$ cat config.mk
export PLATFORM = sky130hd
export DESIGN_NAME = integer_field_formatter_flat
export DESIGN_NICKNAME = d
export VERILOG_FILES = /design/src/rtl/iff_pkg.sv /design/src/rtl/iff_in_if.sv /design/src/rtl/iff_out_if.sv /design/src/rtl/integer_field_formatter.sv /design/src/flat_wrapper.sv
export VERILOG_INCLUDE_DIRS = /design/src /design/src/rtl
export SDC_FILE = /design/constraint.sdc
export NUM_CORES = 1
export LEC_CHECK = 0
export BUFFER_PORTS_ARGS = -buffer_cell sky130_fd_sc_hd__buf_2
export CORE_MARGIN = 1.5
export CORE_UTILIZATION = 56
export CTS_CLUSTER_DIAMETER = 40
export DETAILED_ROUTE_END_ITERATION = 10
export PLACE_DENSITY = 0.77
export SLEW_MARGIN = 20
export SYNTH_ARGS = -nofsm -noshare
export SYNTH_HDL_FRONTEND = slang
export SYNTH_SLANG_ARGS = --single-unit
$ cat constraint.sdc
create_clock -name i_clk -period 8.7 [get_ports i_clk]
set_input_delay 1.74 -clock i_clk [delete_from_list [all_inputs] [get_ports i_clk]]
set_output_delay 1.74 -clock i_clk [all_outputs]
set_load 0.02 [all_outputs]
$ cat src/rtl/integer_field_formatter_assert.svh
// Assertion macros shared by the formatter RTL.
`ifndef INTEGER_FIELD_FORMATTER_ASSERT_SVH
`define INTEGER_FIELD_FORMATTER_ASSERT_SVH

// Check that cons holds in the same cycle as ante.
`define IFF_ASSERT_SAME(label, clk, rst_n, ante, cons, msg) \
    label: assert property (@(posedge clk) disable iff (!rst_n) (ante) |-> (cons)) \
        else $error(msg);

// Check that cons holds in the cycle after ante.
`define IFF_ASSERT_NEXT(label, clk, rst_n, ante, cons, msg) \
    label: assert property (@(posedge clk) disable iff (!rst_n) (ante) |=> (cons)) \
        else $error(msg);

`endif

$ cat src/rtl/iff_pkg.sv
// Types, constants, microprogram and lookup functions of the integer field formatter.
`default_nettype none

package iff_pkg;

    localparam int INT_BITS  = 32;
    localparam int MAX_WIDTH = 63;

    localparam int ACT_W   = 3;
    localparam int VALUE_W = 32;
    localparam int FW_W    = 6;
    localparam int CH_W    = 8;

    localparam logic [VALUE_W-1:0] INT_MASK = VALUE_W'((64'd1 << INT_BITS) - 64'd1);

    // Digit counts of a full 32-bit argument per base.
    localparam logic [FW_W-1:0] DEC_DIGITS = FW_W'(10);
    localparam logic [FW_W-1:0] HEX_DIGITS = FW_W'(8);
    localparam logic [FW_W-1:0] OCT_DIGITS = FW_W'(11);
    localparam logic [FW_W-1:0] BIN_DIGITS = FW_W'(32);

    localparam logic [CH_W-1:0] CHAR_MINUS = 8'h2d;
    localparam logic [CH_W-1:0] CHAR_ZERO  = 8'h30;
    localparam logic [CH_W-1:0] CHAR_SPACE = 8'h20;

    typedef enum logic [ACT_W-1:0] {
        ACT_LITERAL = 3'd0,
        ACT_CHAR    = 3'd1,
        ACT_SDEC    = 3'd2,
        ACT_UDEC    = 3'd3,
        ACT_HEX     = 3'd4,
        ACT_OCT     = 3'd5,
        ACT_BIN     = 3'd6,
        ACT_NONE    = 3'd7
    } t_action;

    // Step addresses of the microprogram.
    typedef enum logic [3:0] {
        PC_FETCH  = 4'd0,
        PC_LIT    = 4'd1,
        PC_DABBLE = 4'd2,
        PC_SKIP   = 4'd3,
        PC_SIZE   = 4'd4,
        PC_LSIGN  = 4'd5,
        PC_PRE    = 4'd6,
        PC_TSIGN  = 4'd7,
        PC_TEXT   = 4'd8,
        PC_POST   = 4'd9
    } t_pc;

    typedef enum logic [3:0] {
        UOP_FETCH,
        UOP_LIT,
        UOP_DABBLE,
        UOP_SKIP,
        UOP_SIZE,
        UOP_LSIGN,
        UOP_PRE,
        UOP_TSIGN,
        UOP_TEXT,
        UOP_POST
    } t_uop;

    typedef struct packed {
        t_uop op;
        t_pc  next;
    } t_uword;

    // Control store: one word per step, next is taken once the step is done.
    function automatic t_uword uprog(input t_pc pc);
        t_uword w;
        unique case (pc)
            PC_FETCH:  w = '{op: UOP_FETCH,  next: PC_FETCH};
            PC_LIT:    w = '{op: UOP_LIT,    next: PC_FETCH};
            PC_DABBLE: w = '{op: UOP_DABBLE, next: PC_SKIP};
            PC_SKIP:   w = '{op: UOP_SKIP,   next: PC_SIZE};
            PC_SIZE:   w = '{op: UOP_SIZE,   next: PC_LSIGN};
            PC_LSIGN:  w = '{op: UOP_LSIGN,  next: PC_PRE};
            PC_PRE:    w = '{op: UOP_PRE,    next: PC_TSIGN};
            PC_TSIGN:  w = '{op: UOP_TSIGN,  next: PC_TEXT};
            PC_TEXT:   w = '{op: UOP_TEXT,   next: PC_POST};
            PC_POST:   w = '{op: UOP_POST,   next: PC_FETCH};
            default:   w = '{op: UOP_FETCH,  next: PC_FETCH};
        endcase
        return w;
    endfunction

    // Entry step per action.
    function automatic t_pc dispatch(input t_action act);
        t_pc pc;
        unique case (act)
            ACT_LITERAL:                pc = PC_LIT;
            ACT_CHAR:                   pc = PC_SIZE;
            ACT_SDEC, ACT_UDEC:         pc = PC_DABBLE;
            ACT_HEX, ACT_OCT, ACT_BIN:  pc = PC_SKIP;
            ACT_NONE:                   pc = PC_FETCH;
            default:                    pc = PC_FETCH;
        endcase
        return pc;
    endfunction

    function automatic logic [CH_W-1:0] digit_char(input logic [3:0] d);
        logic [CH_W-1:0] c;
        if (d < 4'd10) begin
            c = CHAR_ZERO + CH_W'(d);
        end else begin
            c = 8'h61 + CH_W'(d - 4'd10);
        end
        return c;
    endfunction

endpackage

`default_nettype wire

$ cat src/rtl/iff_in_if.sv
// Input channel of the formatter: one literal or conversion request per transfer.
`default_nettype none

interface iff_in_if;
    import iff_pkg::*;

    logic                  valid;
    logic                  ready;
    logic [ACT_W-1:0]      action;
    logic [VALUE_W-1:0]    value;
    logic                  long_arg;
    logic [FW_W-1:0]       width;
    logic                  left_justify;
    logic                  center;
    logic                  zero_fill;

    modport source (
        output valid, action, value, long_arg, width, left_justify, center, zero_fill,
        input  ready
    );

    modport sink (
        input  valid, action, value, long_arg, width, left_justify, center, zero_fill,
        output ready
    );
endinterface

`default_nettype wire

$ cat src/rtl/iff_out_if.sv
// Output channel of the formatter: one ASCII character per transfer.
`default_nettype none

interface iff_out_if;
    import iff_pkg::*;

    logic             valid;
    logic             ready;
    logic [CH_W-1:0]  ch;
    logic             last;

    modport source (
        output valid, ch, last,
        input  ready
    );

    modport sink (
        input  valid, ch, last,
        output ready
    );
endinterface

`default_nettype wire

$ cat src/rtl/integer_field_formatter.sv
// Integer field formatter: microcoded sequencer that prints one field per request.
//
//  channel | dir | payload                                                    | handshake
//  --------+-----+------------------------------------------------------------+------------
//  i_in    | in  | action value long_arg width left_justify center zero_fill  | valid/ready
//  o_out   | out | ch last                                                    | valid/ready
//
// Steps: a literal is fetched and then emitted; a conversion is fetched, runs the
// double-dabble for decimal, for a number skips the leading zero digits, sizes the field,
// then walks the leading sign, pre-padding, trailing sign, digit text and post-padding
// steps, empty ones included, and prints one output character at a time. The step counter walks one step at a time
// and the output register takes one character per cycle while it is not stalled. Reset clears the step counter
// and the output valid flag. A stalled output register holds the sequencer on its step.
`default_nettype none

`include "integer_field_formatter_assert.svh"

module integer_field_formatter (
    input  logic       i_clk,
    input  logic       i_rst_n,
    iff_in_if.sink     i_in,
    iff_out_if.source  o_out
);
    import iff_pkg::*;

    // Sequencer state.
    t_pc    r_pc, n_pc;
    t_uword uw;

    // Output register.
    logic              r_ov, n_ov;
    logic [CH_W-1:0]   r_ch, n_ch;
    logic              r_last, n_last;

    // Datapath registers, loaded on the request transfer.
    t_action           r_act, n_act;
    logic [CH_W-1:0]   r_byte, n_byte;
    logic [FW_W-1:0]   r_fw, n_fw;
    logic              r_left, n_left;
    logic              r_cent, n_cent;
    logic              r_zero, n_zero;
    logic              r_neg, n_neg;
    logic [39:0]       r_sh, n_sh;      // digit shifter, top digit first; BCD for decimal
    logic [VALUE_W-1:0] r_bin, n_bin;   // binary feed of the double-dabble
    logic [FW_W-1:0]   r_nd, n_nd;      // digits left to print
    logic [4:0]        r_cnt, n_cnt;    // double-dabble step counter
    logic [FW_W-1:0]   r_pre, n_pre;
    logic [FW_W-1:0]   r_post, n_post;

    // Request decode.
    t_action            in_act;
    logic [VALUE_W-1:0] in_mask;
    logic [VALUE_W-1:0] in_v;
    logic               in_sign;
    logic [VALUE_W-1:0] in_mag;
    logic [FW_W-1:0]    in_fw;
    logic               in_fire;

    // Step helpers.
    logic               emit, emit_ok, emit_fire, done;
    logic [CH_W-1:0]    e_ch;
    logic               e_last;
    logic [3:0]         cur_dig;
    logic [39:0]        sh_adv;
    logic [39:0]        bcd_adj;
    logic [CH_W-1:0]    fill_ch;
    logic [FW_W-1:0]    text_len, fw_eff, pad;

    assign uw       = uprog(r_pc);
    assign emit_ok  = !r_ov || o_out.ready;
    assign in_fire  = i_in.valid && i_in.ready;
    assign i_in.ready = (uw.op == UOP_FETCH);

    assign o_out.valid = r_ov;
    assign o_out.ch    = r_ch;
    assign o_out.last  = r_last;

    // Mask short arguments; take the magnitude of a negative signed decimal.
    assign in_act  = t_action'(i_in.action);
    assign in_mask = i_in.long_arg ? {VALUE_W{1'b1}} : INT_MASK;
    assign in_v    = i_in.value & in_mask;
    assign in_sign = (in_act == ACT_SDEC) &&
                     (i_in.long_arg ? in_v[VALUE_W-1] : in_v[INT_BITS-1]);
    assign in_mag  = in_sign ? ((~in_v + VALUE_W'(1)) & in_mask) : in_v;
    assign in_fw   = (i_in.width > FW_W'(MAX_WIDTH)) ? FW_W'(MAX_WIDTH) : i_in.width;

    assign fill_ch = r_zero ? CHAR_ZERO : CHAR_SPACE;

    // Select the top digit and its shift by base.
    always_comb begin
        unique case (r_act)
            ACT_OCT: begin
                cur_dig = {1'b0, r_sh[39:37]};
                sh_adv  = {r_sh[36:0], 3'b000};
            end
            ACT_BIN: begin
                cur_dig = {3'b000, r_sh[39]};
                sh_adv  = {r_sh[38:0], 1'b0};
            end
            default: begin
                cur_dig = r_sh[39:36];
                sh_adv  = {r_sh[35:0], 4'b0000};
            end
        endcase
    end

    // Add three to every BCD digit of five or more before the shift.
    always_comb begin
        for (int k = 0; k < 10; k++) begin
            bcd_adj[4*k +: 4] = (r_sh[4*k +: 4] >= 4'd5) ? r_sh[4*k +: 4] + 4'd3
                                                          : r_sh[4*k +: 4];
        end
    end

    // Field sizing; a leading zero-fill minus takes one place of the width.
    assign text_len = (r_act == ACT_CHAR) ? FW_W'(1) : r_nd + FW_W'(r_neg && !r_zero);
    assign fw_eff   = (r_neg && r_zero && (r_fw != '0)) ? r_fw - FW_W'(1) : r_fw;
    assign pad      = (fw_eff > text_len) ? fw_eff - text_len : '0;

    // Execute the current control word.
    always_comb begin
        n_pc   = r_pc;
        n_act  = r_act;
        n_byte = r_byte;
        n_fw   = r_fw;
        n_left = r_left;
        n_cent = r_cent;
        n_zero = r_zero;
        n_neg  = r_neg;
        n_sh   = r_sh;
        n_bin  = r_bin;
        n_nd   = r_nd;
        n_cnt  = r_cnt;
        n_pre  = r_pre;
        n_post = r_post;
        emit   = 1'b0;
        e_ch   = fill_ch;
        e_last = 1'b0;
        done   = 1'b1;

        unique case (uw.op)
            UOP_FETCH: begin
                done = 1'b0;
                if (in_fire) begin
                    n_pc   = dispatch(in_act);
                    n_act  = in_act;
                    n_byte = i_in.value[CH_W-1:0];
                    n_fw   = in_fw;
                    n_left = i_in.left_justify;
                    n_cent = i_in.center;
                    n_zero = i_in.zero_fill;
                    n_neg  = in_sign;
                    n_bin  = in_mag;
                    n_cnt  = 5'd31;
                    unique case (in_act)
                        ACT_OCT: begin
                            n_sh = {1'b0, in_mag, 7'b0};
                            n_nd = OCT_DIGITS;
                        end
                        ACT_BIN: begin
                            n_sh = {in_mag, 8'b0};
                            n_nd = BIN_DIGITS;
                        end
                        ACT_HEX: begin
                            n_sh = {in_mag, 8'b0};
                            n_nd = HEX_DIGITS;
                        end
                        default: begin
                            n_sh = '0;
                            n_nd = DEC_DIGITS;
                        end
                    endcase
                end
            end
            UOP_LIT: begin
                emit   = 1'b1;
                e_ch   = r_byte;
                e_last = 1'b1;
                done   = emit_ok;
            end
            UOP_DABBLE: begin
                n_sh  = {bcd_adj[38:0], r_bin[VALUE_W-1]};
                n_bin = {r_bin[VALUE_W-2:0], 1'b0};
                n_cnt = r_cnt - 5'd1;
                done  = (r_cnt == '0);
            end
            UOP_SKIP: begin
                // Drop leading zero digits, keep at least one.
                if ((cur_dig == 4'd0) && (r_nd > FW_W'(1))) begin
                    n_sh = sh_adv;
                    n_nd = r_nd - FW_W'(1);
                    done = 1'b0;
                end
            end
            UOP_SIZE: begin
                if (r_cent) begin
                    n_pre  = pad >> 1;
                    n_post = pad - (pad >> 1);
                end else if (r_left) begin
                    n_pre  = '0;
                    n_post = pad;
                end else begin
                    n_pre  = pad;
                    n_post = '0;
                end
            end
            UOP_LSIGN: begin
                if (r_neg && r_zero) begin
                    emit = 1'b1;
                    e_ch = CHAR_MINUS;
                    done = emit_ok;
                end
            end
            UOP_PRE: begin
                if (r_pre != '0) begin
                    emit = 1'b1;
                    done = emit_ok && (r_pre == FW_W'(1));
                    if (emit_ok) begin
                        n_pre = r_pre - FW_W'(1);
                    end
                end
            end
            UOP_TSIGN: begin
                if (r_neg && !r_zero) begin
                    emit = 1'b1;
                    e_ch = CHAR_MINUS;
                    done = emit_ok;
                end
            end
            UOP_TEXT: begin
                emit = 1'b1;
                if (r_act == ACT_CHAR) begin
                    e_ch   = r_byte;
                    e_last = (r_post == '0);
                    done   = emit_ok;
                end else begin
                    e_ch   = digit_char(cur_dig);
                    e_last = (r_nd == FW_W'(1)) && (r_post == '0);
                    done   = emit_ok && (r_nd == FW_W'(1));
                    if (emit_ok) begin
                        n_sh = sh_adv;
                        n_nd = r_nd - FW_W'(1);
                    end
                end
            end
            UOP_POST: begin
                if (r_post != '0) begin
                    emit   = 1'b1;
                    e_last = (r_post == FW_W'(1));
                    done   = emit_ok && (r_post == FW_W'(1));
                    if (emit_ok) begin
                        n_post = r_post - FW_W'(1);
                    end
                end
            end
            default: begin
                done = 1'b1;
            end
        endcase

        if (done) begin
            n_pc = uw.next;
        end
    end

    assign emit_fire = emit && emit_ok;

    // Load the output register on an emitted character, clear it on a bare transfer.
    always_comb begin
        n_ov   = r_ov;
        n_ch   = r_ch;
        n_last = r_last;
        if (emit_fire) begin
            n_ov   = 1'b1;
            n_ch   = e_ch;
            n_last = e_last;
        end else if (o_out.ready) begin
            n_ov = 1'b0;
        end
    end

    always_ff @(posedge i_clk) begin
        if (!i_rst_n) begin
            r_pc <= PC_FETCH;
            r_ov <= 1'b0;
        end else begin
            r_pc <= n_pc;
            r_ov <= n_ov;
        end
    end

    always_ff @(posedge i_clk) begin
        r_ch   <= n_ch;
        r_last <= n_last;
        r_act  <= n_act;
        r_byte <= n_byte;
        r_fw   <= n_fw;
        r_left <= n_left;
        r_cent <= n_cent;
        r_zero <= n_zero;
        r_neg  <= n_neg;
        r_sh   <= n_sh;
        r_bin  <= n_bin;
        r_nd   <= n_nd;
        r_cnt  <= n_cnt;
        r_pre  <= n_pre;
        r_post <= n_post;
    end

    // A literal request goes straight to its single output step.
    `IFF_ASSERT_NEXT(a_lit_dispatch, i_clk, i_rst_n,
        in_fire && (in_act == ACT_LITERAL), r_pc == PC_LIT,
        "literal request did not dispatch to the literal step")

    // After the final character only the empty tail or the fetch step may follow.
    `IFF_ASSERT_NEXT(a_last_ends_item, i_clk, i_rst_n,
        emit_fire && e_last, (r_pc == PC_FETCH) || ((r_pc == PC_POST) && (r_post == '0)),
        "sequencer kept working after the final character")

    // The digit counter never runs out while digits are printed.
    `IFF_ASSERT_SAME(a_digits_left, i_clk, i_rst_n,
        (r_pc == PC_TEXT) && (r_act != ACT_CHAR), r_nd != '0,
        "digit step entered with no digits left")

    // Back at fetch, any character still waiting closes its item.
    `IFF_ASSERT_SAME(a_fetch_after_last, i_clk, i_rst_n,
        (r_pc == PC_FETCH) && r_ov, r_last,
        "new request taken while the previous item is unfinished")

endmodule

`default_nettype wire
$ cat src/flat_wrapper.sv
// flat-port wrapper written by rule: the top's interface ports become plain ports
module integer_field_formatter_flat import iff_pkg::*;
  (i_clk, i_rst_n, i_in_valid, i_in_action, i_in_value, i_in_long_arg, i_in_width, i_in_left_justify, i_in_center, i_in_zero_fill, i_in_ready, o_out_valid, o_out_ch, o_out_last, o_out_ready);
  iff_in_if i_in_i ();
  iff_out_if o_out_i ();
  input  logic i_clk;
  input  logic i_rst_n;
  input wire logic [$bits(i_in_i.valid)-1:0] i_in_valid;
  input wire logic [$bits(i_in_i.action)-1:0] i_in_action;
  input wire logic [$bits(i_in_i.value)-1:0] i_in_value;
  input wire logic [$bits(i_in_i.long_arg)-1:0] i_in_long_arg;
  input wire logic [$bits(i_in_i.width)-1:0] i_in_width;
  input wire logic [$bits(i_in_i.left_justify)-1:0] i_in_left_justify;
  input wire logic [$bits(i_in_i.center)-1:0] i_in_center;
  input wire logic [$bits(i_in_i.zero_fill)-1:0] i_in_zero_fill;
  output wire logic [$bits(i_in_i.ready)-1:0] i_in_ready;
  output wire logic [$bits(o_out_i.valid)-1:0] o_out_valid;
  output wire logic [$bits(o_out_i.ch)-1:0] o_out_ch;
  output wire logic [$bits(o_out_i.last)-1:0] o_out_last;
  input wire logic [$bits(o_out_i.ready)-1:0] o_out_ready;
  assign i_in_i.valid = i_in_valid;
  assign i_in_i.action = i_in_action;
  assign i_in_i.value = i_in_value;
  assign i_in_i.long_arg = i_in_long_arg;
  assign i_in_i.width = i_in_width;
  assign i_in_i.left_justify = i_in_left_justify;
  assign i_in_i.center = i_in_center;
  assign i_in_i.zero_fill = i_in_zero_fill;
  assign i_in_ready = i_in_i.ready;
  assign o_out_valid = o_out_i.valid;
  assign o_out_ch = o_out_i.ch;
  assign o_out_last = o_out_i.last;
  assign o_out_i.ready = o_out_ready;
  integer_field_formatter u_core (.i_clk(i_clk), .i_rst_n(i_rst_n), .i_in(i_in_i), .o_out(o_out_i));
endmodule
==> impl_summary.txt, run 1 <==
----------------------------------------------------
[Timing]
  Max-slew headroom ... 0.329
  Achievable clock frequency ... 0.225 GHz
  Final setup violation count ... 0
  WHS ... 0.526 ns
  Setup repair after global routing missed its margin ... false
  Final-layout setup total negative slack ... 0 ns
  Final clock period utilization by the worst path ... 0.510
  Clock skew ... 0.0118 ns
  Clock period minus final worst setup slack ... 4.44 ns
  Final Hold Fails ... 0
  Count of final max-slew check failures ... 0
  Minimum setup slack in the final design ... 4.26 ns
  Transition time at the pin with the least slew margin ... 1.01 ns

[Clocking]
  Clock tree sinks ... 138
  Max Root-Sink Buffers ... 2
  PostCTS Resize Cnt ... 0
  Root buffer cell ... sky130_fd_sc_hd__clkbuf_16
  Clock Pin Slew Worst Setup and Hold Paths ... 0.06 ns
  Insertion delay of the later-clocked pin in the worst-skew pair ... 0.44 ns
  CTS tree ... done
  Number of hold buffers added after cts ... 0
  Setup Fix Bufs, Post-CTS ... 0
  TritonCTS Buffers ... 17
  Htree depth ... 4

[Route]
  Routed length on met1 ... 11000 µm
  Detail-routed net length per standard cell ... 18.5 µm
  Detail Route met2 WL ... 12500 µm
  Number of design rule violations left after detail routing ... 0
  1st-iter DRT viols ... 792
  Antenna viol nets, final ... 0
  TritonRoute pass-1 iters ... 5
  Routed length on met3 ... 1500 µm
  Number of vias in the routed layout ... 8680
  Final routed wirelength across all metal layers ... 25800 µm
  Number of vias per cell after detailed routing ... 6.23
  Uppermost metal layer occupied by signal nets ... met5

[Synthesis]
  Summed instance area of the synthesized netlist ... 10200 µm²
  Cell count after synthesis ... 1127
  Synthesis-stage register bit count ... 138
  Leading post-synthesis cells by cell area ... sky130_fd_sc_hd__edfxtp_1 37%, sky130_fd_sc_hd__ha_1 6.4%, sky130_fd_sc_hd__nand2_1 5.5%, sky130_fd_sc_hd__xnor2_1 4.7%, sky130_fd_sc_hd__a21oi_1 4.6%
  Most used standard cell by instance count after synthesis ... sky130_fd_sc_hd__nand2_1
  Mean area per synthesized cell ... 9.01 µm²
  Async set-or-reset flop fraction in the synthesized netlist ... 0
  Top FF cell, synth ... sky130_fd_sc_hd__edfxtp_1
  Syn Nets ... 1229
  Number of synthesized flops with an enable pin ... 125
  Post-synth top cells ... 149 x sky130_fd_sc_hd__nand2_1, 125 x sky130_fd_sc_hd__edfxtp_1, 94 x sky130_fd_sc_hd__a21oi_1, 89 x sky130_fd_sc_hd__o21ai_0, 70 x sky130_fd_sc_hd__inv_1
  Netlist cell types ... 89
  Number of warnings issued by yosys ... 0
  Area share of the largest cell type after synthesis ... 0.370
  Cell taking the most area after synthesis ... sky130_fd_sc_hd__edfxtp_1
  Sequential-to-total area share from yosys stat ... 0.395

[Place]
  Number of placed instances, taps included ... 1362
  Final RePlAce weighted congestion ... 0.898
  Half-perimeter wire length after detailed placement ... 17900 µm
  Number of port buffers ... 58
  Placement Setup Slack ... 4.36 ns

[Critical path]
  CP Capture Type ... flip-flop
  Worst-path cell with the longest stage delay ... sky130_fd_sc_hd__o311ai_0
  R2R Path End ... u_core.r_post[2]
  Path length in cells of the critical path ... 17
  Data required time at the worst endpoint ... 8.84 ns
  Reg-to-reg critical path startpoint ... u_core.r_neg
  Worst reg-to-reg path cell count ... 17
  Worst setup path endpoint ... u_core.r_post[2]
  Most numerous cell on the critical path ... sky130_fd_sc_hd__ha_1
  Sort of element at the start of the critical path ... flip-flop
  Count of buffer and inverter cells on the critical path ... 3
  Max incr delay on CP ... 0.52 ns
  Critical path startpoint ... u_core.r_neg
  Critical path fanouts, max ... 8
  Crit Path Category ... flip-flop to flip-flop
  Crit path DAT ... 4.57 ns
  Register-to-Register Setup Slack ... 4.26 ns
  Crit-path cells ... inv_1, nor2_1, ha_1, and3_1, xnor2_1, or2_2, ha_1, o21a_1, o31a_1, o31ai_2, nor2_1, inv_1, ha_1, inv_1, ha_1, o311ai_0, a22oi_1
  Cell family with the largest share of critical-path delay ... compound AO/OA/AOI/OAI gates

[Finish]
  Post-layout util ... 0.623
  Fraction of layout instances using a drive strength above 1 ... 0.118
  Layout Cells excl Fill ... 1394
  Area growth, synth to finish ... 9.53%
  # nets final ... 1254
  N_diodes ... 0

[GRT]
  Wire length of the first global-routing pass ... 41500 µm
  All-layer global routing usage ... 0.283
  Vias in the first global route ... 8400
  Global route overflow ... 0
  Initial antenna violation count ... 1
  Largest net degree at the start of global routing ... 84

[Run status]
  Run status ... finished, final reports clean

[Power]
  Leakage power total ... 4.14 nW
  Max rail drop VDD ... 0.000363 V
  Total power density per cell area ... 370 nW/µm²

[Die]
  Initial core utilization ... 0.569
  Die height ... 138 µm
  Number of standard-cell rows in the floorplan ... 49
  Overall die area ... 18900 µm²
  Die X-Extent ... 138 µm
  Ports placed on the boundary ... 60
  Core region area ... 17800 µm²

[Min path]
  Class of the most critical hold timing path ... flip-flop to flip-flop

[Job]
  Maximum capacitance violations ... 0

----------------------------------------------------
[state kept, by name, summed over array words and instances (netlist names), 5 cells and up]
name	count
u_core.r_cnt	5
u_core.r_sh	40
u_core.r_pre	6
u_core.r_fw	6
u_core.r_post	6
u_core.uw	8
u_core.r_byte	8
u_core.o_out.ch	8
u_core.r_bin	32
u_core.r_nd	6
[worst min-delay path by stage]
stage | startpoint | endpoint | cells after the start
2_1_floorplan | u_core.r_bin[9] | u_core.r_bin[10] | 2
3_3_place_gp | u_core.r_bin[18] | u_core.r_bin[19] | 2
3_5_place_dp | u_core.r_bin[20] | u_core.r_bin[21] | 2
4_1_cts | u_core.r_bin[29] | u_core.r_bin[30] | 2
5_1_grt | u_core.r_bin[30] | u_core.r_bin[31] | 2
6_report | u_core.r_bin[29] | u_core.r_bin[30] | 2
[routing by layer]
metal  vias to the layer above  track usage
met5                         -            0
met4                         2        0.116
met3                        49       0.0500
met2                       302        0.489
met1                      4129        0.348
li1                       4198            -
[kinds of logic (layout without fill, tap and decap cells)]
kind of cell,after synthesis,in the layout,synth area share
and+or+nand+nor,363,363,0.182
AOI/OAI and AO/OA,351,351,0.223
DFF,138,138,0.395
buffers and inverters,134,172,0.0525
xor gates and xnor gates,76,76,0.0677
adders and majority gates,54,54,0.0670
muxes,11,11,0.0120
[worst reg2reg max path, delay by kind of cell (launching register included)]
| family | cells | cell delay (ns) |
|---|---|---|
| buffers and inverters | 3 | 0.39 |
| AND/OR/NAND/NOR | 4 | 0.72 |
| AO/OA/AOI/OAI | 5 | 1.47 |
| XOR/XNOR | 1 | 0.12 |
| flip-flops | 1 | 0.46 |
| adder cells (fa/ha/maj) | 4 | 1.00 |
[cell type report]
type                       instances  area, µm²
inverter                          72        270
clock buffer                      22        474
fill                            1515       6720
tap                              229        287
clock inverter                    10       93.8
timing repair buffer              68        365
multi-input combinational        855       5620
sequential                       138       4010
[power breakdown]
part | internal, mW | total, mW | switching, mW
combinational | 0.784 | 2.02 | 1.24
clock | 0.416 | 0.705 | 0.289
sequential | 1.13 | 1.39 | 0.252
[cell usage in the layout, fill, tap and decap left out, drive strengths merged, types with 13 or more instances in the layout]
cell type  netlist  layout
o22ai           31      31
nor3            23      23
dfxtp           13      13
buf             23      68
nand3           18      18
nand2b          18      18
a22oi           32      32
nor3b           18      18
o21ai           94      94
inv             72      73
clkbuf          39      22
a21oi           95      95
nor2            64      64
nand2          151     151
o221ai          13      13
edfxtp         125     125
a221o           16      16
xor2            21      21
xnor2           54      54
ha              52      52
[stage by stage]
stage                     instance area (µm²)  total power, mW
after floorplan                         10200             2.90
after global placement                  10600             3.33
after detailed placement                10600             3.38
after CTS                               11100             4.10
after global routing                    11100             4.41
final                                   11100             4.11
No activity file was read; power rests on OpenSTA's default activity.
==> inputs of run 2 (changes only) <==
- clock period: 8.7 -> 4 ns (I/O delays scaled with it)
==> run 2 against run 1 <==
Net effect:
- sequential cell count unchanged
- utilization up 2.1 points
- global-route usage up 0.43 points
- critical path depth down 1
- final area up 3.4%
- clock skew down 0.0028 ns
- routed wire length up 2.6%
- critical path type unchanged
- largest power group unchanged
- highest routed layer is now met4
==> impl_summary.txt, run 2 (synthesized netlist as in run 1, its figures left out) <==
----------------------------------------------------
[Power]
  Net Switching ... 4.13 mW (was 1.78 mW)
  Share of power burned in registers ... 0.315 (was 0.337)
  Clock power share ... 0.170 (was 0.171)
  Combinational power share ... 0.515 (was 0.492)
  Max rail drop VDD ... 0.000845 V (was 0.000363 V)
  Int Power ... 5.36 mW (was 2.33 mW)
  Net switching fraction of the power ... 0.436 (was 0.433)
  Total power density per cell area ... 825 nW/µm² (was 370 nW/µm²)
  Leakage power total ... 4.34 nW (was 4.14 nW)

[Place]
  Placement Setup Slack ... -0.0474 ns (was 4.36 ns)
  Half-perimeter wire length after detailed placement ... 18100 µm (was 17900 µm)
  Post-DP Area ... 10800 µm² (was 10600 µm²)
  Number of port buffers ... 58 (unchanged)
  Final RePlAce weighted congestion ... 0.895 (was 0.898)

[Finish]
  # nets final ... 1288 (was 1254)
  N_diodes ... 0 (unchanged)
  Area growth, synth to finish ... 13.2% (was 9.53%)
  Registers with the most flip-flops ... u_core.r_sh (40), u_core.r_bin (32) (unchanged)
  Most common cell after layout, fill and taps aside ... sky130_fd_sc_hd__nand2_1 (unchanged)
  Fraction of layout instances using a drive strength above 1 ... 0.158 (was 0.118)
  Top register by number of flip-flops ... u_core.r_sh (unchanged)
  Total non-filler cell area in the finished layout ... 11500 µm² (was 11100 µm²)
  Most frequent cells in the layout ... 148 x sky130_fd_sc_hd__nand2_1, 125 x sky130_fd_sc_hd__edfxtp_1, 94 x sky130_fd_sc_hd__a21oi_1, 89 x sky130_fd_sc_hd__o21ai_0, 67 x sky130_fd_sc_hd__inv_1 (was 149 x sky130_fd_sc_hd__nand2_1, 125 x sky130_fd_sc_hd__edfxtp_1, 94 x sky130_fd_sc_hd__a21oi_1, 89 x sky130_fd_sc_hd__o21ai_0, 70 x sky130_fd_sc_hd__inv_1)
  Max reg flops ... 40 (unchanged)

[Clocking]
  Insertion delay of the later-clocked pin in the worst-skew pair ... 0.44 ns (about the same)
  Number of hold buffers added after cts ... 0 (unchanged)
  Clock tree sinks ... 138 (unchanged)
  Clock Pin Slew Worst Setup and Hold Paths ... 0.07 ns (was 0.06 ns)
  Htree depth ... 4 (unchanged)
  CTS tree ... done (unchanged)
  Max Root-Sink Buffers ... 2 (unchanged)
  Root buffer cell ... sky130_fd_sc_hd__clkbuf_16 (unchanged)
  TritonCTS Buffers ... 17 (unchanged)

[Die]
  Number of standard-cell rows in the floorplan ... 49 (unchanged)
  Die X-Extent ... 138 µm (unchanged)
  Overall die area ... 18900 µm² (unchanged)
  Ports placed on the boundary ... 60 (unchanged)
  Initial core utilization ... 0.569 (unchanged)
  Core region area ... 17800 µm² (unchanged)
  Die height ... 138 µm (unchanged)

[Critical path]
  Most numerous cell on the critical path ... sky130_fd_sc_hd__o31a_1 (was sky130_fd_sc_hd__ha_1)
  Sort of element at the start of the critical path ... flip-flop (unchanged)
  Register-to-Register Setup Slack ... 0.06 ns (was 4.26 ns)
  Crit-path cells ... inv_2, ha_2, nand2_2, nand3_2, or4_4, xnor2_1, ha_1, o21a_1, o31a_1, o31a_1, and2_4, ha_4, nor2b_1, o21ai_1, and4_1, or3_1 (was inv_1, nor2_1, ha_1, and3_1, xnor2_1, or2_2, ha_1, o21a_1, o31a_1, o31ai_2, nor2_1, inv_1, ha_1, inv_1, ha_1, o311ai_0, a22oi_1)
  CP Capture Type ... flip-flop (unchanged)
  Worst-path cell with the longest stage delay ... sky130_fd_sc_hd__or4_4 (was sky130_fd_sc_hd__o311ai_0)
  Crit Path Category ... flip-flop to flip-flop (unchanged)
  Crit path DAT ... 4.12 ns (was 4.57 ns)
  Reg-to-reg critical path startpoint ... u_core.r_fw[1] (was u_core.r_neg)
  Worst reg-to-reg path cell count ... 16 (was 17)
  Critical path fanouts, max ... 4 (was 8)
  Worst setup path endpoint ... u_core.r_post[5] (was u_core.r_post[2])
  Max incr delay on CP ... 0.47 ns (was 0.52 ns)
  Critical path startpoint ... u_core.r_fw[1] (was u_core.r_neg)
  Data required time at the worst endpoint ... 4.18 ns (was 8.84 ns)
  R2R Path End ... u_core.r_post[5] (was u_core.r_post[2])

[Timing]
  Count of final max-slew check failures ... 0 (unchanged)
  Max-slew headroom ... 0.316 (was 0.329)
  Clock skew ... 0.00900 ns (was 0.0118 ns)
  Achievable clock frequency ... 0.254 GHz (was 0.225 GHz)
  Minimum setup slack in the final design ... 0.0631 ns (was 4.26 ns)
  Clock period minus final worst setup slack ... 3.94 ns (was 4.44 ns)
  WHS ... 0.528 ns (was 0.526 ns)
  Final setup violation count ... 0 (unchanged)
  Transition time at the pin with the least slew margin ... 1.02 ns (was 1.01 ns)
  Final clock period utilization by the worst path ... 0.984 (was 0.510)
  Final Hold Fails ... 0 (unchanged)

[Route]
  Antenna viol nets, final ... 0 (unchanged)
  Number of vias per cell after detailed routing ... 6.19 (was 6.23)
  1st-iter DRT viols ... 819 (was 792)
  Number of design rule violations left after detail routing ... 0 (unchanged)
  Final routed wirelength across all metal layers ... 26400 µm (was 25800 µm)
  Number of vias in the routed layout ... 8834 (was 8680)
  TritonRoute pass-1 iters ... 7 (was 5)
  Detail-routed net length per standard cell ... 18.5 µm (about the same)

[GRT]
  Global route overflow ... 0 (unchanged)
  Initial antenna violation count ... 0 (was 1)
  Wire length of the first global-routing pass ... 41900 µm (was 41500 µm)
  Vias in the first global route ... 8352 (was 8400)
  All-layer global routing usage ... 0.287 (was 0.283)
  Largest net degree at the start of global routing ... 65 (was 84)

[Min path]
  Class of the most critical hold timing path ... flip-flop to flip-flop (unchanged)
  Count of cells along the worst hold path ... 2 (unchanged)

[Job]
  Maximum capacitance violations ... 0 (unchanged)

[Run status]
  Run status ... finished, final reports clean (unchanged)

----------------------------------------------------
-- run 2: cell types whose count changed in the layout (fill, tap and decap cells not counted), sizes merged --
cell	previous run	this run
buf	68	102
inv	73	83
clkbuf	22	17
clkinv	5	2
clkinvlp	3	1
-- run 2: how the worst min path moves through the flow --
stage | startpoint | to | slack, ns
6_report | u_core.r_bin[10] | u_core.r_bin[11] | 0.53
5_1_grt | i_in_width[4] | u_core.r_fw[4] | 0.52
4_1_cts | i_in_width[3] | u_core.r_fw[3] | 0.52
3_5_place_dp | u_core.r_bin[10] | u_core.r_bin[11] | 0.52
3_3_place_gp | u_core.r_bin[27] | u_core.r_bin[28] | 0.50
2_1_floorplan | u_core.r_bin[9] | u_core.r_bin[10] | 0.50
-- run 2: cell type report --
type	count	area (µm²)
clock inverter	15	171
multi-input combinational	855	5710
clock buffer	17	425
sequential	138	4010
inverter	72	270
tap	229	287
timing repair buffer	102	621
fill	1450	6340
-- run 2: per-stage QoR --
step / TNS (ns) / power, mW / util / instances
after detailed placement: -0.0674 / 7.55 / 0.603 / 1387
final: 0 / 9.49 / 0.644 / 1428
after global placement: 0 / 7.42 / 0.603 / 1387
after global routing: -0.109 / 10.1 / 0.644 / 1428
after floorplan: 0 / 6.29 / - / 1127
after CTS: 0 / 9.22 / 0.637 / 1419
-- run 2: power groups by stage --
stage | combinational, mW | sequential [mW] | clock, mW
4_1_cts | 4.62 | 2.97 | 1.62
3_3_place_gp | 4.45 | 2.97 | 0
3_5_place_dp | 4.56 | 2.99 | 0
6_report | 4.88 | 2.99 | 1.61
5_1_grt | 5.37 | 3.06 | 1.68
2_1_floorplan | 3.43 | 2.86 | 0
-- run 2: metal layers --
| metal | track usage | share of wire |
|---|---|---|
| met2 | 0.478 | 0.48 |
| met3 | 0.0500 | 0.061 |
| met1 | 0.371 | 0.43 |
| met4 | 0.112 | 0.029 |
| met5 | 0 | 0 |
-- run 2: timing repair --
item	4_1_cts	5_1_grt
resized for setup	5	15
cloned	0	0
buffers inserted	0	9
pin swaps	0	7
setup endpoints to repair	3	4
-- run 2: worst max-delay path: cells and delay by family (launching register included) --
kind | cells | cell delay [ns]
AND/OR/NAND/NOR | 7 | 1.53
buffers and inverters | 1 | 0.05
adder cells (fa/ha/maj) | 3 | 0.75
flip-flops | 1 | 0.39
XOR/XNOR | 1 | 0.15
AO/OA/AOI/OAI | 4 | 0.80
==> inputs of run 3 (changes only) <==
- BUFFER_PORTS_ARGS: -buffer_cell sky130_fd_sc_hd__buf_2 -> -buffer_cell sky130_fd_sc_hd__buf_4
==> run 3 against run 2 <==
Net effect:
- final area is 2.2% higher
- first-iteration DRC count is 0.24% higher
- clock-buffer cell count stayed put
- combinational power is 5.7% higher
- utilization is 1.4 points higher
- non-clock buffer count is 4 higher
- die area stayed put
- register-to-register slack better by 0.02 ns
- setup slack better by 0.020 ns
- hold slack better by 0.0017 ns
- critical endpoint unchanged
- highest routed layer unchanged
==> impl_summary.txt, run 3 (synthesized netlist as in run 1, its figures left out) <==
----------------------------------------------------
[Critical path]
  Worst-path cell with the longest stage delay ... sky130_fd_sc_hd__or4_4 (unchanged)
  R2R Path End ... u_core.r_post[5] (unchanged)
  Reg-to-reg critical path startpoint ... u_core.r_fw[1] (unchanged)
  Critical path fanouts, max ... 4 (unchanged)
  Data required time at the worst endpoint ... 4.18 ns (about the same)
  Max incr delay on CP ... 0.52 ns (was 0.47 ns)
  Sort of element at the start of the critical path ... flip-flop (unchanged)
  Worst reg-to-reg path cell count ... 17 (was 16)
  Crit-path cells ... inv_2, ha_4, nand2_4, nand3_4, or4_4, xnor2_2, ha_1, buf_4, nand4_1, o22a_1, o31a_1, and2_4, ha_4, nor2b_2, o21ai_1, and4_1, or3_1 (was inv_2, ha_2, nand2_2, nand3_2, or4_4, xnor2_1, ha_1, o21a_1, o31a_1, o31a_1, and2_4, ha_4, nor2b_1, o21ai_1, and4_1, or3_1)
  Register-to-Register Setup Slack ... 0.08 ns (was 0.06 ns)
  Crit path DAT ... 4.09 ns (was 4.12 ns)
  Crit Path Category ... flip-flop to flip-flop (unchanged)
  CP Capture Type ... flip-flop (unchanged)
  Most numerous cell on the critical path ... sky130_fd_sc_hd__ha_4 (was sky130_fd_sc_hd__o31a_1)

[Route]
  Final routed wirelength across all metal layers ... 27300 µm (was 26400 µm)
  Detail-routed net length per standard cell ... 19.1 µm (was 18.5 µm)
  Number of vias per cell after detailed routing ... 6.28 (was 6.19)
  Number of vias in the routed layout ... 8996 (was 8834)
  TritonRoute pass-1 iters ... 6 (was 7)
  Antenna viol nets, final ... 0 (unchanged)
  1st-iter DRT viols ... 821 (was 819)
  Number of design rule violations left after detail routing ... 0 (unchanged)

[Job]
  Maximum capacitance violations ... 0 (unchanged)

[Timing]
  Final clock period utilization by the worst path ... 0.979 (was 0.984)
  Clock period minus final worst setup slack ... 3.92 ns (was 3.94 ns)
  Achievable clock frequency ... 0.255 GHz (was 0.254 GHz)
  Transition time at the pin with the least slew margin ... 1.02 ns (about the same)
  Count of final max-slew check failures ... 0 (unchanged)
  Final-layout setup total negative slack ... 0 ns (unchanged)
  Final Hold Fails ... 0 (unchanged)
  WHS ... 0.529 ns (was 0.528 ns)
  Max-slew headroom ... 0.316 (about the same)
  Final setup violation count ... 0 (unchanged)
  Setup repair after global routing missed its margin ... true
  Clock skew ... 0.00956 ns (was 0.00900 ns)

[Power]
  Leakage power total ... 4.44 nW (was 4.34 nW)
  Total power density per cell area ... 831 nW/µm² (was 825 nW/µm²)
  Max rail drop VDD ... 0.000878 V (was 0.000845 V)

[Min path]
  Hold path startpoint ... u_core.r_bin[28] (was u_core.r_bin[10])
  Class of the most critical hold timing path ... flip-flop to flip-flop (unchanged)
  Endpoint of the worst hold path ... u_core.r_bin[29] (was u_core.r_bin[11])
  Count of cells along the worst hold path ... 2 (unchanged)

[Clocking]
  Clock Pin Slew Worst Setup and Hold Paths ... 0.07 ns (about the same)
  Clock tree sinks ... 138 (unchanged)
  Htree depth ... 4 (unchanged)
  CTS tree ... done (unchanged)
  Insertion delay of the later-clocked pin in the worst-skew pair ... 0.44 ns (about the same)
  Max Root-Sink Buffers ... 2 (unchanged)
  Root buffer cell ... sky130_fd_sc_hd__clkbuf_16 (unchanged)
  Number of hold buffers added after cts ... 0 (unchanged)
  TritonCTS Buffers ... 17 (unchanged)

[Run status]
  Run status ... finished, final reports clean (unchanged)

[GRT]
  Met1 capacity usage during global routing ... 0.374 (was 0.371)
  Largest net degree at the start of global routing ... 65 (unchanged)
  Initial antenna violation count ... 0 (unchanged)
  Global route overflow ... 0 (unchanged)
  Vias in the first global route ... 8365 (was 8352)
  Routing layer with the top usage in global route ... met2 (unchanged)
  Global routing met2 resource utilization ... 0.496 (was 0.478)
  Global Route met3 Usage ... 0.0453 (was 0.0500)
  Wire length of the first global-routing pass ... 42600 µm (was 41900 µm)
  All-layer global routing usage ... 0.292 (was 0.287)

[Die]
  Die X-Extent ... 138 µm (unchanged)
  Initial core utilization ... 0.569 (unchanged)
  Core region area ... 17800 µm² (unchanged)
  Overall die area ... 18900 µm² (unchanged)
  Die height ... 138 µm (unchanged)
  Ports placed on the boundary ... 60 (unchanged)
  Number of standard-cell rows in the floorplan ... 49 (unchanged)

[Finish]
  Registers with the most flip-flops ... u_core.r_sh (40), u_core.r_bin (32) (unchanged)
  # nets final ... 1292 (was 1288)
  Most frequent cells in the layout ... 148 x sky130_fd_sc_hd__nand2_1, 125 x sky130_fd_sc_hd__edfxtp_1, 105 x sky130_fd_sc_hd__buf_4, 94 x sky130_fd_sc_hd__a21oi_1, 88 x sky130_fd_sc_hd__o21ai_0 (was 148 x sky130_fd_sc_hd__nand2_1, 125 x sky130_fd_sc_hd__edfxtp_1, 94 x sky130_fd_sc_hd__a21oi_1, 89 x sky130_fd_sc_hd__o21ai_0, 67 x sky130_fd_sc_hd__inv_1)
  Fraction of layout instances using a drive strength above 1 ... 0.165 (was 0.158)
  Most common cell after layout, fill and taps aside ... sky130_fd_sc_hd__nand2_1 (unchanged)
  Area growth, synth to finish ... 15.7% (was 13.2%)
  Top register by number of flip-flops ... u_core.r_sh (unchanged)
  N_diodes ... 0 (unchanged)
  Layout Cells excl Fill ... 1432 (was 1428)
  Max reg flops ... 40 (unchanged)

[Place]
  Half-perimeter wire length after detailed placement ... 18200 µm (was 18100 µm)
  Number of port buffers ... 58 (unchanged)
  Final RePlAce weighted congestion ... 0.906 (was 0.895)
  Number of placed instances, taps included ... 1386 (was 1387)

----------------------------------------------------
## run 3: changes by cell type in the layout (fill, tap and decap cells not counted), moves of 2 or more
cell / change
sky130_fd_sc_hd__buf_4: +61
sky130_fd_sc_hd__buf_2: -58
sky130_fd_sc_hd__ha_2: -3
sky130_fd_sc_hd__ha_4: +3
sky130_fd_sc_hd__nor2b_1: -3
sky130_fd_sc_hd__nor2b_2: +3
sky130_fd_sc_hd__inv_2: -2
## run 3: critical path, delay by kind of cell (launching register included)
family	cells	cell delay, ns
flops	1	0.39
xor+xnor	1	0.16
compound gates	3	0.47
fa+ha+maj	3	0.79
buf+inv	2	0.21
simple gates	8	1.63
## run 3: per-layer routing
metal	wire length, µm	vias up	part of all wire
li1	-	4282	-
met3	1830	60	0.067
met4	768	0	0.028
met5	0	-	0
met2	13200	399	0.48
met1	11500	4255	0.42
## run 3: stage by stage
step	cell area (µm²)	total power [mW]	setup slack (ns)	utilization
after global routing	11700	10.4	-0.0441	0.658
after global placement	10900	7.46	0.0535	0.610
final	11700	9.76	0.0836	0.658
after CTS	11500	9.30	0.00997	0.645
after detailed placement	10900	7.59	-0.0609	0.610
after floorplan	10200	6.29	0.0107	-
## run 3: final cells by class
cell class | count | area (µm²)
fillers | 1422 | 6100
multi-input cells | 855 | 5780
flip-flops and latches | 138 | 4010
repair buffers | 106 | 800
clock buffers | 17 | 425
well taps | 229 | 287
inverters | 72 | 273
clock inverters | 15 | 165
## run 3: what timing repair did
item	in CTS	in global routing
gates cloned	0	0
pin swaps	1	16
setup endpoints to repair	3	4
buffers inserted	0	14
resized for setup	5	29
## run 3: worst max-delay path by stage
stage	slack (ns)	from	end
2_1_floorplan	0.01	u_core.r_fw[0]	u_core.r_post[5]
3_3_place_gp	0.05	u_core.r_fw[1]	u_core.r_post[5]
3_5_place_dp	-0.06	u_core.r_fw[1]	u_core.r_post[5]
4_1_cts	0.01	u_core.r_fw[3]	u_core.r_post[5]
5_1_grt	-0.04	u_core.r_fw[1]	u_core.r_post[5]
6_report	0.08	u_core.r_fw[1]	u_core.r_post[5]
## run 3: power by group
part           internal (mW)  total, mW  switching [mW]  leakage [nW]
combinational           2.17       5.16            2.98          2.83
clock                  0.892       1.61           0.722         0.294
sequential              2.46       2.99           0.526          1.32
total                   5.53       9.76            4.23          4.44
